File: src/rtl/core/rlpp_pkg.sv
`default_nettype none

package rlpp_pkg;

  // Panel geometry
  localparam int DISPLAY_WIDTH  = 84;
  localparam int DISPLAY_HEIGHT = 48;
  localparam int FULL_PAGES     = DISPLAY_HEIGHT / 8;
  localparam int TAIL_ROWS      = DISPLAY_HEIGHT % 8;

  // Counter and address widths
  localparam int COL_W  = (DISPLAY_WIDTH > 1) ? $clog2(DISPLAY_WIDTH) : 1;
  localparam int PAGE_W = $clog2(FULL_PAGES + 1);
  localparam int ROW_W  = 3;
  localparam int BITS_W = 7;

  // Controller commands
  localparam logic [7:0] CMD_SET_X = 8'h80;
  localparam logic [7:0] CMD_SET_Y = 8'h40;

endpackage : rlpp_pkg

`default_nettype wire

File: src/rtl/core/rlpp_if.sv
`default_nettype none

// Pixel stream channel
interface rlpp_pix_if;
  logic        valid;
  logic        ready;
  logic [15:0] pixel_value;
  logic        frame_start;

  modport source (output valid, output pixel_value, output frame_start, input ready);
  modport sink   (input valid, input pixel_value, input frame_start, output ready);
endinterface : rlpp_pix_if

// Controller byte channel
interface rlpp_lcd_if;
  logic       valid;
  logic       ready;
  logic [7:0] out_byte;
  logic       is_data;
  logic       run_last;

  modport source (output valid, output out_byte, output is_data, output run_last, input ready);
  modport sink   (input valid, input out_byte, input is_data, input run_last, output ready);
endinterface : rlpp_lcd_if

`default_nettype wire

File: src/rtl/core/raster_to_lcd_page_packer.sv
`default_nettype none

// Raster to page-mode packer for a monochrome LCD controller.
// pix: framebuffer pixels in raster order, DISPLAY_WIDTH per row; any nonzero
//   pixel_value is lit. frame_start on a pixel restarts at column 0, row 0,
//   page 0.
// lcd: command and data bytes. Rows 0 to 6 of a page give nothing and are
//   gathered in a per-column memory; each pixel of row 7 gives one data byte
//   (row k in bit k), and column 0 of row 7 first gives the commands 0x80 and
//   0x40 | page. run_last marks the final byte a pixel causes.
// A byte passes through the second stage and the output register to lcd.
// Throughput: one pixel per cycle while lcd is ready; at column 0 of row 7 the
//   pixel holds the second stage for its three bytes, as the single output
//   register sends one byte per cycle. The column memory is read on entry and
//   written on leaving the second stage; a write to the column read is forwarded.
// Stalls: while lcd is not ready the byte waits in the output register; pixels
//   that give no byte keep flowing, and the first one that needs the output
//   waits in the second stage, which then holds pix.ready low.
// Reset: counters clear, both stages empty. The column memory is not cleared:
//   row 0 rewrites each entry before it is read.
module raster_to_lcd_page_packer
  import rlpp_pkg::*;
(
  input wire logic  clk,
  input wire logic  rst,
  rlpp_pix_if.sink  pix,
  rlpp_lcd_if.source lcd
);

  // Position counters
  logic [COL_W-1:0]  column_count;
  logic [ROW_W-1:0]  row_in_page;
  logic [PAGE_W-1:0] page_count;

  logic [COL_W-1:0]  col_cur;
  logic [ROW_W-1:0]  row_cur;
  logic [PAGE_W-1:0] page_cur;
  logic [COL_W-1:0]  column_count_next;
  logic [ROW_W-1:0]  row_in_page_next;
  logic [PAGE_W-1:0] page_count_next;
  logic              in_page;
  logic              accept;

  // Second stage
  logic              s1_valid;
  logic [COL_W-1:0]  s1_col;
  logic [ROW_W-1:0]  s1_row;
  logic [PAGE_W-1:0] s1_page;
  logic              s1_lit;
  logic              s1_emit;
  logic              s1_cmd;
  logic              s1_we;
  logic [1:0]        s1_idx;
  logic              fwd;
  logic [BITS_W-1:0] fwd_data;

  logic [BITS_W-1:0] rd_data;
  logic [BITS_W-1:0] base;
  logic [BITS_W-1:0] s1_wdata;
  logic [1:0]        last_idx;
  logic              out_free;
  logic              s1_move;
  logic              s1_done;
  logic [7:0]        res_byte;
  logic              res_data;
  logic              res_last;

  // Position of the incoming pixel and the one after it
  always_comb begin
    col_cur  = pix.frame_start ? '0 : column_count;
    row_cur  = pix.frame_start ? '0 : row_in_page;
    page_cur = pix.frame_start ? '0 : page_count;
    in_page  = (page_cur < PAGE_W'(FULL_PAGES));

    column_count_next = col_cur + COL_W'(1);
    row_in_page_next  = row_cur;
    page_count_next   = page_cur;
    if (col_cur == COL_W'(DISPLAY_WIDTH - 1)) begin
      column_count_next = '0;
      row_in_page_next  = row_cur + ROW_W'(1);
      if (in_page) begin
        if (row_cur == ROW_W'(7)) begin
          row_in_page_next = '0;
          page_count_next  = page_cur + PAGE_W'(1);
          if ((page_cur == PAGE_W'(FULL_PAGES - 1)) && (TAIL_ROWS == 0)) begin
            page_count_next = '0;
          end
        end
      end else if (({1'b0, row_cur} + 4'd1) >= 4'(TAIL_ROWS)) begin
        row_in_page_next = '0;
        page_count_next  = '0;
      end
    end
  end

  // Second stage control
  always_comb begin
    base     = fwd ? fwd_data : rd_data;
    s1_wdata = (s1_row == '0) ? BITS_W'(s1_lit) : (base | (BITS_W'(s1_lit) << s1_row));
    last_idx = s1_cmd ? 2'd2 : 2'd0;
    out_free = !lcd.valid || lcd.ready;
    s1_move  = s1_valid && s1_emit && out_free;
    s1_done  = s1_valid && (!s1_emit || (out_free && (s1_idx == last_idx)));
    accept   = pix.valid && pix.ready;

    res_byte = {s1_lit, base};
    res_data = 1'b1;
    res_last = 1'b1;
    if (s1_cmd && (s1_idx == 2'd0)) begin
      res_byte = CMD_SET_X;
      res_data = 1'b0;
      res_last = 1'b0;
    end else if (s1_cmd && (s1_idx == 2'd1)) begin
      res_byte = CMD_SET_Y | {2'b00, 6'(s1_page)};
      res_data = 1'b0;
      res_last = 1'b0;
    end
  end

  assign pix.ready = !s1_valid || s1_done;

  // Column memory
  rlpp_col_store u_store (
    .clk   (clk),
    .we    (s1_done && s1_we),
    .waddr (s1_col),
    .wdata (s1_wdata),
    .re    (accept),
    .raddr (col_cur),
    .rdata (rd_data)
  );

  // Counters and stage valids
  always_ff @(posedge clk) begin
    if (rst) begin
      column_count <= '0;
      row_in_page  <= '0;
      page_count   <= '0;
      s1_valid     <= 1'b0;
      s1_idx       <= '0;
      lcd.valid    <= 1'b0;
    end else begin
      if (accept) begin
        column_count <= column_count_next;
        row_in_page  <= row_in_page_next;
        page_count   <= page_count_next;
        s1_valid     <= 1'b1;
      end else if (s1_done) begin
        s1_valid <= 1'b0;
      end

      if (s1_move) begin
        s1_idx <= (s1_idx == last_idx) ? 2'd0 : s1_idx + 2'd1;
      end

      if (s1_move) begin
        lcd.valid <= 1'b1;
      end else if (lcd.ready) begin
        lcd.valid <= 1'b0;
      end
    end
  end

  // Second stage payload and forwarding of a same-column write
  always_ff @(posedge clk) begin
    if (accept) begin
      s1_col   <= col_cur;
      s1_row   <= row_cur;
      s1_page  <= page_cur;
      s1_lit   <= (pix.pixel_value != 16'd0);
      s1_emit  <= in_page && (row_cur == ROW_W'(7));
      s1_cmd   <= in_page && (row_cur == ROW_W'(7)) && (col_cur == '0);
      s1_we    <= in_page && (row_cur != ROW_W'(7));
      fwd      <= s1_done && s1_we && (s1_col == col_cur);
      fwd_data <= s1_wdata;
    end
  end

  // Output register payload
  always_ff @(posedge clk) begin
    if (s1_move) begin
      lcd.out_byte <= res_byte;
      lcd.is_data  <= res_data;
      lcd.run_last <= res_last;
    end
  end

endmodule : raster_to_lcd_page_packer

`default_nettype wire

File: src/rtl/core/rlpp_col_store.sv
`default_nettype none

// Per-column store of rows 0 to 6 of the page: one write port, one
// registered read port.
module rlpp_col_store
  import rlpp_pkg::*;
(
  input  wire logic              clk,
  input  wire logic              we,
  input  wire logic [COL_W-1:0]  waddr,
  input  wire logic [BITS_W-1:0] wdata,
  input  wire logic              re,
  input  wire logic [COL_W-1:0]  raddr,
  output logic      [BITS_W-1:0] rdata
);

  logic [BITS_W-1:0] mem [DISPLAY_WIDTH];

  // Write port
  always_ff @(posedge clk) begin
    if (we) begin
      mem[waddr] <= wdata;
    end
  end

  // Read port, registered
  always_ff @(posedge clk) begin
    if (re) begin
      rdata <= mem[raddr];
    end
  end

endmodule : rlpp_col_store

`default_nettype wire

File: src/flat_wrapper.sv
// flat-port wrapper written by rule: the top's interface ports become plain ports
module raster_to_lcd_page_packer_flat import rlpp_pkg::*;
  (clk, rst, pix_valid, pix_pixel_value, pix_frame_start, pix_ready, lcd_valid, lcd_out_byte, lcd_is_data, lcd_run_last, lcd_ready);
  rlpp_pix_if pix_i ();
  rlpp_lcd_if lcd_i ();
  input wire logic clk;
  input wire logic rst;
  input wire logic [$bits(pix_i.valid)-1:0] pix_valid;
  input wire logic [$bits(pix_i.pixel_value)-1:0] pix_pixel_value;
  input wire logic [$bits(pix_i.frame_start)-1:0] pix_frame_start;
  output wire logic [$bits(pix_i.ready)-1:0] pix_ready;
  output wire logic [$bits(lcd_i.valid)-1:0] lcd_valid;
  output wire logic [$bits(lcd_i.out_byte)-1:0] lcd_out_byte;
  output wire logic [$bits(lcd_i.is_data)-1:0] lcd_is_data;
  output wire logic [$bits(lcd_i.run_last)-1:0] lcd_run_last;
  input wire logic [$bits(lcd_i.ready)-1:0] lcd_ready;
  assign pix_i.valid = pix_valid;
  assign pix_i.pixel_value = pix_pixel_value;
  assign pix_i.frame_start = pix_frame_start;
  assign pix_ready = pix_i.ready;
  assign lcd_valid = lcd_i.valid;
  assign lcd_out_byte = lcd_i.out_byte;
  assign lcd_is_data = lcd_i.is_data;
  assign lcd_run_last = lcd_i.run_last;
  assign lcd_i.ready = lcd_ready;
  raster_to_lcd_page_packer u_core (.clk(clk), .rst(rst), .pix(pix_i), .lcd(lcd_i));
endmodule
File: config.mk
export PLATFORM = sky130hd
export DESIGN_NAME = raster_to_lcd_page_packer_flat
export DESIGN_NICKNAME = d
export VERILOG_FILES = /design/src/rtl/core/rlpp_pkg.sv /design/src/rtl/core/rlpp_if.sv /design/src/rtl/core/raster_to_lcd_page_packer.sv /design/src/rtl/core/rlpp_col_store.sv /design/src/flat_wrapper.sv
export SDC_FILE = /design/constraint.sdc
export NUM_CORES = 1
export LEC_CHECK = 0
export BUFFER_PORTS_ARGS = -buffer_cell sky130_fd_sc_hd__buf_2
export CAP_MARGIN = 20
export CELL_PAD_IN_SITES_DETAIL_PLACEMENT = 0
export CELL_PAD_IN_SITES_GLOBAL_PLACEMENT = 1
export CORE_UTILIZATION = 55
export DETAILED_ROUTE_END_ITERATION = 10
export PLACE_DENSITY_LB_ADDON = 0.3
export SLEW_MARGIN = 15
export SYNTH_ARGS = -nofsm -noshare
export SYNTH_HDL_FRONTEND = slang
export SYNTH_HIERARCHICAL = 1
export SYNTH_SLANG_ARGS = --single-unit
File: constraint.sdc
create_clock -name clk -period 7.2 [get_ports clk]
set_clock_uncertainty 0.1 [all_clocks]
set_input_delay 0.36 -clock clk [delete_from_list [all_inputs] [get_ports clk]]
set_output_delay 0.36 -clock clk [all_outputs]
set_load 0.01 [all_outputs]
==> results of run 1 <==
[cell usage after synthesis (all sizes together) (2+ instances only)]
cell / count
nand2b: 7
or4: 3
a32oi: 5
and3b: 2
mux2i: 39
nand2: 56
nand4b: 2
or2: 4
ha: 5
buf: 42
o21ai: 32
nand3b: 4
nand4: 4
nor3: 11
o211ai: 2
a211oi: 8
edfxtp: 629
dfxtp: 17
nor2b: 27
xor2: 6
o21bai: 2
mux2: 12
or3: 3
a21oi: 25
nor4bb: 2
o31a: 2
a31oi: 3
nor2: 109
nor4: 8
nand4bb: 2
a22oi: 19
and2: 2
nand3: 15
a221oi: 14
o22ai: 14
xnor2: 2
a21boi: 2
a311oi: 2
inv: 15
mux4: 143
clkbuf: 25
and4: 2
[final cells by class]
cell class	instances	area (um2)
flip-flops and latches	646	19200
multi-input cells	608	6140
well taps	600	751
clock inverters	40	404
repair buffers	61	395
clock buffers	76	1630
inverters	15	63.8
fillers	3140	17100
[worst max-delay path, stage by stage, from the launching register on]
cell and delay (ns):
edfxtp_1 0.53, xnor2_1 0.23, nand3_1 0.12, a21oi_1 0.74, nand3_1 0.89, nor2_1 0.95
[power by group through the flow]
| stage | Clock [mW] | Combinational (mW) | Sequential, mW |
|---|---|---|---|
| detailed placement | 0 | 0.428 | 4.38 |
| finish | 3.25 | 0.424 | 4.30 |
| CTS | 3.30 | 0.431 | 4.30 |
| global placement | 0 | 0.414 | 4.37 |
| global route | 3.44 | 0.462 | 4.30 |
| floorplan | 0 | 0.268 | 4.39 |
[per-stage QoR]
stage | total power [mW] | worst slack (ns)
finish | 7.97 | 3.26
global route | 8.20 | 3.05
CTS | 8.02 | 3.27
detailed placement | 4.80 | 3.14
global placement | 4.79 | 3.16
floorplan | 4.66 | 2.07
[flip-flops by register name (all words and copies together), names as in the netlist, 7 cells and up]
signal and count:
u_core/u_store/mem 588, u_core/u_store/rdata 7, u_core/s1_col 7, u_core/column_count 7, u_core/lcd.out_byte 8, u_core/fwd_data 7
[routing by layer]
metal | global-route usage [%] | up-vias | part of all wire [%]
li1 | - | 5557 | -
met1 | 34.7 | 6698 | 43
met2 | 36.5 | 530 | 47
met3 | 3.67 | 106 | 6.9
met4 | 8.62 | 0 | 3.2
met5 | 0 | - | 0
[cell families (layout without fill, tap and decap cells)]
logic type                 count (synthesis)  in the layout  share of synthesized area [%]
muxes                                    194            194                           14.6
adders and majority gates                  5              5                          0.244
xor gates and xnor gates                   8              8                          0.273
DFF                                      646            646                           74.9
buffers and inverters                     82            192                           1.56
and+or+nand+nor                          267            267                           4.96
AOI/OAI and AO/OA                        134            134                           3.44
[placed cells by master, fill, tap and decap left out, types with 14 or more instances in the layout]
cell       instances
edfxtp_1         629
buf_4             18
mux4_2           143
dfxtp_1           17
o22ai_1           14
buf_2             36
nor2b_1           23
a21oi_1           22
a22oi_1           19
a221oi_1          14
nand3_1           15
nand2_1           56
mux2i_1           38
o21ai_0           24
clkinv_2          14
clkbuf_16         63
nor2_1           109
[final timing paths]
| kind | start | endpoint | slack (ns) |
|---|---|---|---|
| min | pix_frame_start | u_core/s1_page[2] | 0.18 |
| max | u_core/s1_cmd | u_core/u_store/mem[49][6] | 3.26 |
| min reg2reg | u_core/row_in_page[0] | u_core/row_in_page[0] | 0.39 |
| max reg2reg | u_core/s1_cmd | u_core/u_store/mem[49][6] | 3.26 |
==> results.toml, run 1 <==
[status]
status = "complete, no violations"

[synthesis]
synth_area_per_cell_um2 = 19.2
async_reset_ff_share_pct = 0
yosysWarnings = 6
yosysTopAreaCellShare_pct = 73.6
synthFlopType = "edfxtp_1"
synth_cell_types = 58
synth-seq-cells = 646
synthTopCellsByArea = "edfxtp_1 (74%), mux4_2 (13%), nor2_1 (1.6%)"
synth_edf_count = 629
ys_seq_area_share_pct = 74.9
post_synth_instance_area_um2 = 25700
syn_inst = 1336
yosys.area.top_type = "edfxtp_1"
syn_nets = 1362

[detailed_routing]
drt_iter0_drc = 1446
drc = 0
postRouteAntennaNets = 0
dr.pass1.iters = 5
wl_per_cell_um = 26.6
avgViaCountPerCell = 6.30
routed_wl_um = 54500
vias = 12900

[timing]
rsz0062_at_grt = "false"
whs_ns = 0.179
finalCriticalPeriod_ns = 3.94
fin_tns_setup_ns = 0
hold_violations = 0
fmax_ghz = 0.254
drv_slew = 0
fin_crit_sh_pct = 54.7
maxSlewHeadroom_pct = 25.3
worst_pin_slew_ns = 1.12
setup_viol = 0

[clocking]
root_buffer = "clkbuf_16"
ctsHtreeMaxLevel = 2
insertion_delay_ns = 0.63
clk_pin_slew_ns = 0.06
cts_setup_buffers = 0
cts_resized = 0
ctsHoldBuffers = 6
cts_tree = "built"
clock-sinks = 646
cts-root-to-sink-buffers = 3
cts_buffers = 61

[pwr]
leakage_nw = 8.82
powerDensity_nw_per_um2 = 279
pwr-share-seq_pct = 53.9
ir_drop_v = 0.000167
p_int_mw = 6.28
p_comb_share_pct = 5.3
clkPwrFrac_pct = 40.8
p_sw_mw = 1.69
swShare_pct = 21.2

[finish]
stdcell_count = 2046
final_util_pct = 62.6
layout.nets = 1419
antenna_cells = 0
drive_gt1_share_pct = 22.0
fin_area_um2 = 28600
area_growth_syn_to_layout_pct = 11.5

[setup_path]
ff2ff_path_depth = 5
cp-end-kind = "flop"
cp-start-kind = "flop"
cp_max_fo = 11
critical_path_required_ns = 7.35
worstPathArrival_ns = 4.09
crit_type = "reg2reg"

[global_routing]
antenna_found_initial = 0
grt_max_degree = 86
gr-total-overflow = 0
grt_pass1_wl_um = 81900
grt.total_usage_pct = 23.7
grt_pass1_vias = 12900

[floorplan]
fp.dieH_um = 218
initial_core_util_pct = 56.2
fp.coreArea_um2 = 45700
die-area_um2 = 47500
rows = 78
die_w_um = 218
design.portCount = 33

[placed_design]
dp_hpwl_um = 32400
port_buffers = 32
dpl-instance-area_um2 = 26500
place_inst = 1923
place_congestion = 0.893

[flow_run]
maxCapViolations = 0

[min_path]
hold_depth = 2
hp-class = "in2reg"
(Power assumes the default switching activity.)
==> run 2, diff against run 1 <==
==> constraint.sdc (replaced) <==
create_clock -name clk -period 4.1 [get_ports clk]
set_clock_uncertainty 0.1 [all_clocks]
set_input_delay 0.205 -clock clk [delete_from_list [all_inputs] [get_ports clk]]
set_output_delay 0.205 -clock clk [all_outputs]
set_load 0.01 [all_outputs]
==> run 2 against run 1 <==
Effect of this change:
- critical path depth up 3
- first-iteration DRC count fell by 5.3%
- clock-buffer cell count is 7 higher
- clock power up 82%
- final cell count grew 1.9%
- sequential power rose by 76%
==> results.toml, run 2 (synthesis results as in run 1) <==
[detailed_routing]
drc = 0
met3_wirelength_um = 4680
avgViaCountPerCell = 6.23
met1_length_um = 22900
wl_met2_um = 26600
postRouteAntennaNets = 0
vias = 13000
routed_wl_um = 55600
drt_iter0_drc = 1369
top_layer = "met4"
dr.pass1.iters = 5
wl_per_cell_um = 26.7

[finish]
area_growth_syn_to_layout_pct = 13.4
most-common-layout-cells = "edfxtp_1 (629), mux4_2 (143), nor2_1 (108), clkbuf_16 (70), nand2_1 (56)"
layout_commonest_cell = "edfxtp_1"
largest_register_ffs = 588
antenna_cells = 0
reg_top3 = "u_core/u_store/mem (588), u_core/lcd.out_byte (8)"
drive_gt1_share_pct = 23.5
layout.nets = 1463
regMostFlops = "u_core/u_store/mem"

[global_routing]
grt_pass1_wl_um = 83000
grt.total_usage_pct = 24.2
antenna_found_initial = 0
gr-total-overflow = 0
grt_max_degree = 86
grt_pass1_vias = 13100

[clocking]
cts_buffers = 66
cts_setup_buffers = 0
root_buffer = "clkbuf_16"
clk_pin_slew_ns = 0.06
insertion_delay_ns = 0.59
clock-sinks = 646
ctsHtreeMaxLevel = 3
cts-root-to-sink-buffers = 3
cts_tree = "built"

[pwr]
clkPwrFrac_pct = 41.5
p_comb_share_pct = 5.5
swShare_pct = 20.8
leakage_nw = 9.09
p_int_mw = 11.3
pwr-share-seq_pct = 52.9
ir_drop_v = 0.000299
p_sw_mw = 2.96
powerDensity_nw_per_um2 = 490

[floorplan]
fp.coreArea_um2 = 45700
rows = 78
design.portCount = 33
fp.dieH_um = 218
die_w_um = 218
initial_core_util_pct = 56.2
die-area_um2 = 47500

[timing]
finalCriticalPeriod_ns = 3.30
whs_ns = 0.0763
hold_violations = 0
drv_slew = 0
fin_crit_sh_pct = 80.6
maxSlewHeadroom_pct = 33.5
rsz0062_at_grt = "false"
worst_pin_slew_ns = 0.996
setup_viol = 0
fmax_ghz = 0.303
fin_tns_setup_ns = 0

[setup_path]
cp-end-kind = "flop"
worstPathArrival_ns = 3.52
cp-start-kind = "flop"
cp_max_fo = 41
critical_path_required_ns = 4.32
crit_type = "reg2reg"

[status]
status = "complete, no violations"

[placed_design]
port_buffers = 32
place_congestion = 0.823
dp_hpwl_um = 34400

[flow_run]
maxCapViolations = 0

[min_path]
hp-class = "in2reg"
-- run 2: power by group through the flow --
stage	registers, mW	logic (mW)	clock network, mW
2_1_floorplan	7.69	0.473	0
3_3_place_gp	7.68	0.771	0
3_5_place_dp	7.68	0.796	0
4_1_cts	7.54	0.803	6.01
5_1_grt	7.55	0.854	6.26
6_report	7.55	0.788	5.92
-- run 2: cell type report --
type | instances | area (um2)
clock buffers | 83 | 1800
clock inverters | 33 | 337
fillers | 3091 | 16600
inverters | 15 | 63.8
multi-input cells | 608 | 6140
flip-flops and latches | 646 | 19200
well taps | 600 | 751
repair buffers | 100 | 791
-- run 2: metrics by stage --
step	utilization, %	instance area [um2]	total power [mW]	cells	setup WS (ns)
after floorplan	-	25700	8.16	1336	0.197
after global placement	58.9	26900	8.45	1961	0.802
after detailed placement	58.9	26900	8.48	1961	0.779
after CTS	63.7	29100	14.4	2085	0.782
after global routing	63.7	29100	14.7	2085	0.623
final	63.7	29100	14.3	2085	0.797
-- run 2: worst max-delay path, stage by stage, from the launching register on --
cell and delay [ns]:
dfxtp_1 0.46, or2b_1 0.34, inv_8 0.35, buf_4 0.30
mux4_2 0.52, mux2i_1 0.27, mux2i_1 0.14, o21ai_1 0.40
nand3_1 0.13
-- run 2: what timing repair did --
item | CTS | global route
endpoints found under the hold margin | 14 | 0
resized for setup | 0 | 0
hold buffers | 8 | 0
-- run 2: layer usage --
| metal | GRT usage, % | vias up |
|---|---|---|
| met2 | 37.8 | 556 |
| met1 | 33.9 | 6702 |
| met3 | 5.69 | 97 |
| met4 | 8.34 | 0 |
| met5 | 0 | - |
| li1 | - | 5644 |
-- run 2: worst paths after layout --
| kind | start | end | slack [ns] | depth (start not counted) |
|---|---|---|---|---|
| min reg2reg | u_core/row_in_page[0] | u_core/row_in_page[0] | 0.38 | 2 |
| min | pix_frame_start | u_core/s1_page[1] | 0.08 | 3 |
| max | u_core/column_count[0] | u_core/u_store/rdata[5] | 0.80 | 8 |
| max reg2reg | u_core/column_count[0] | u_core/u_store/rdata[5] | 0.80 | 8 |
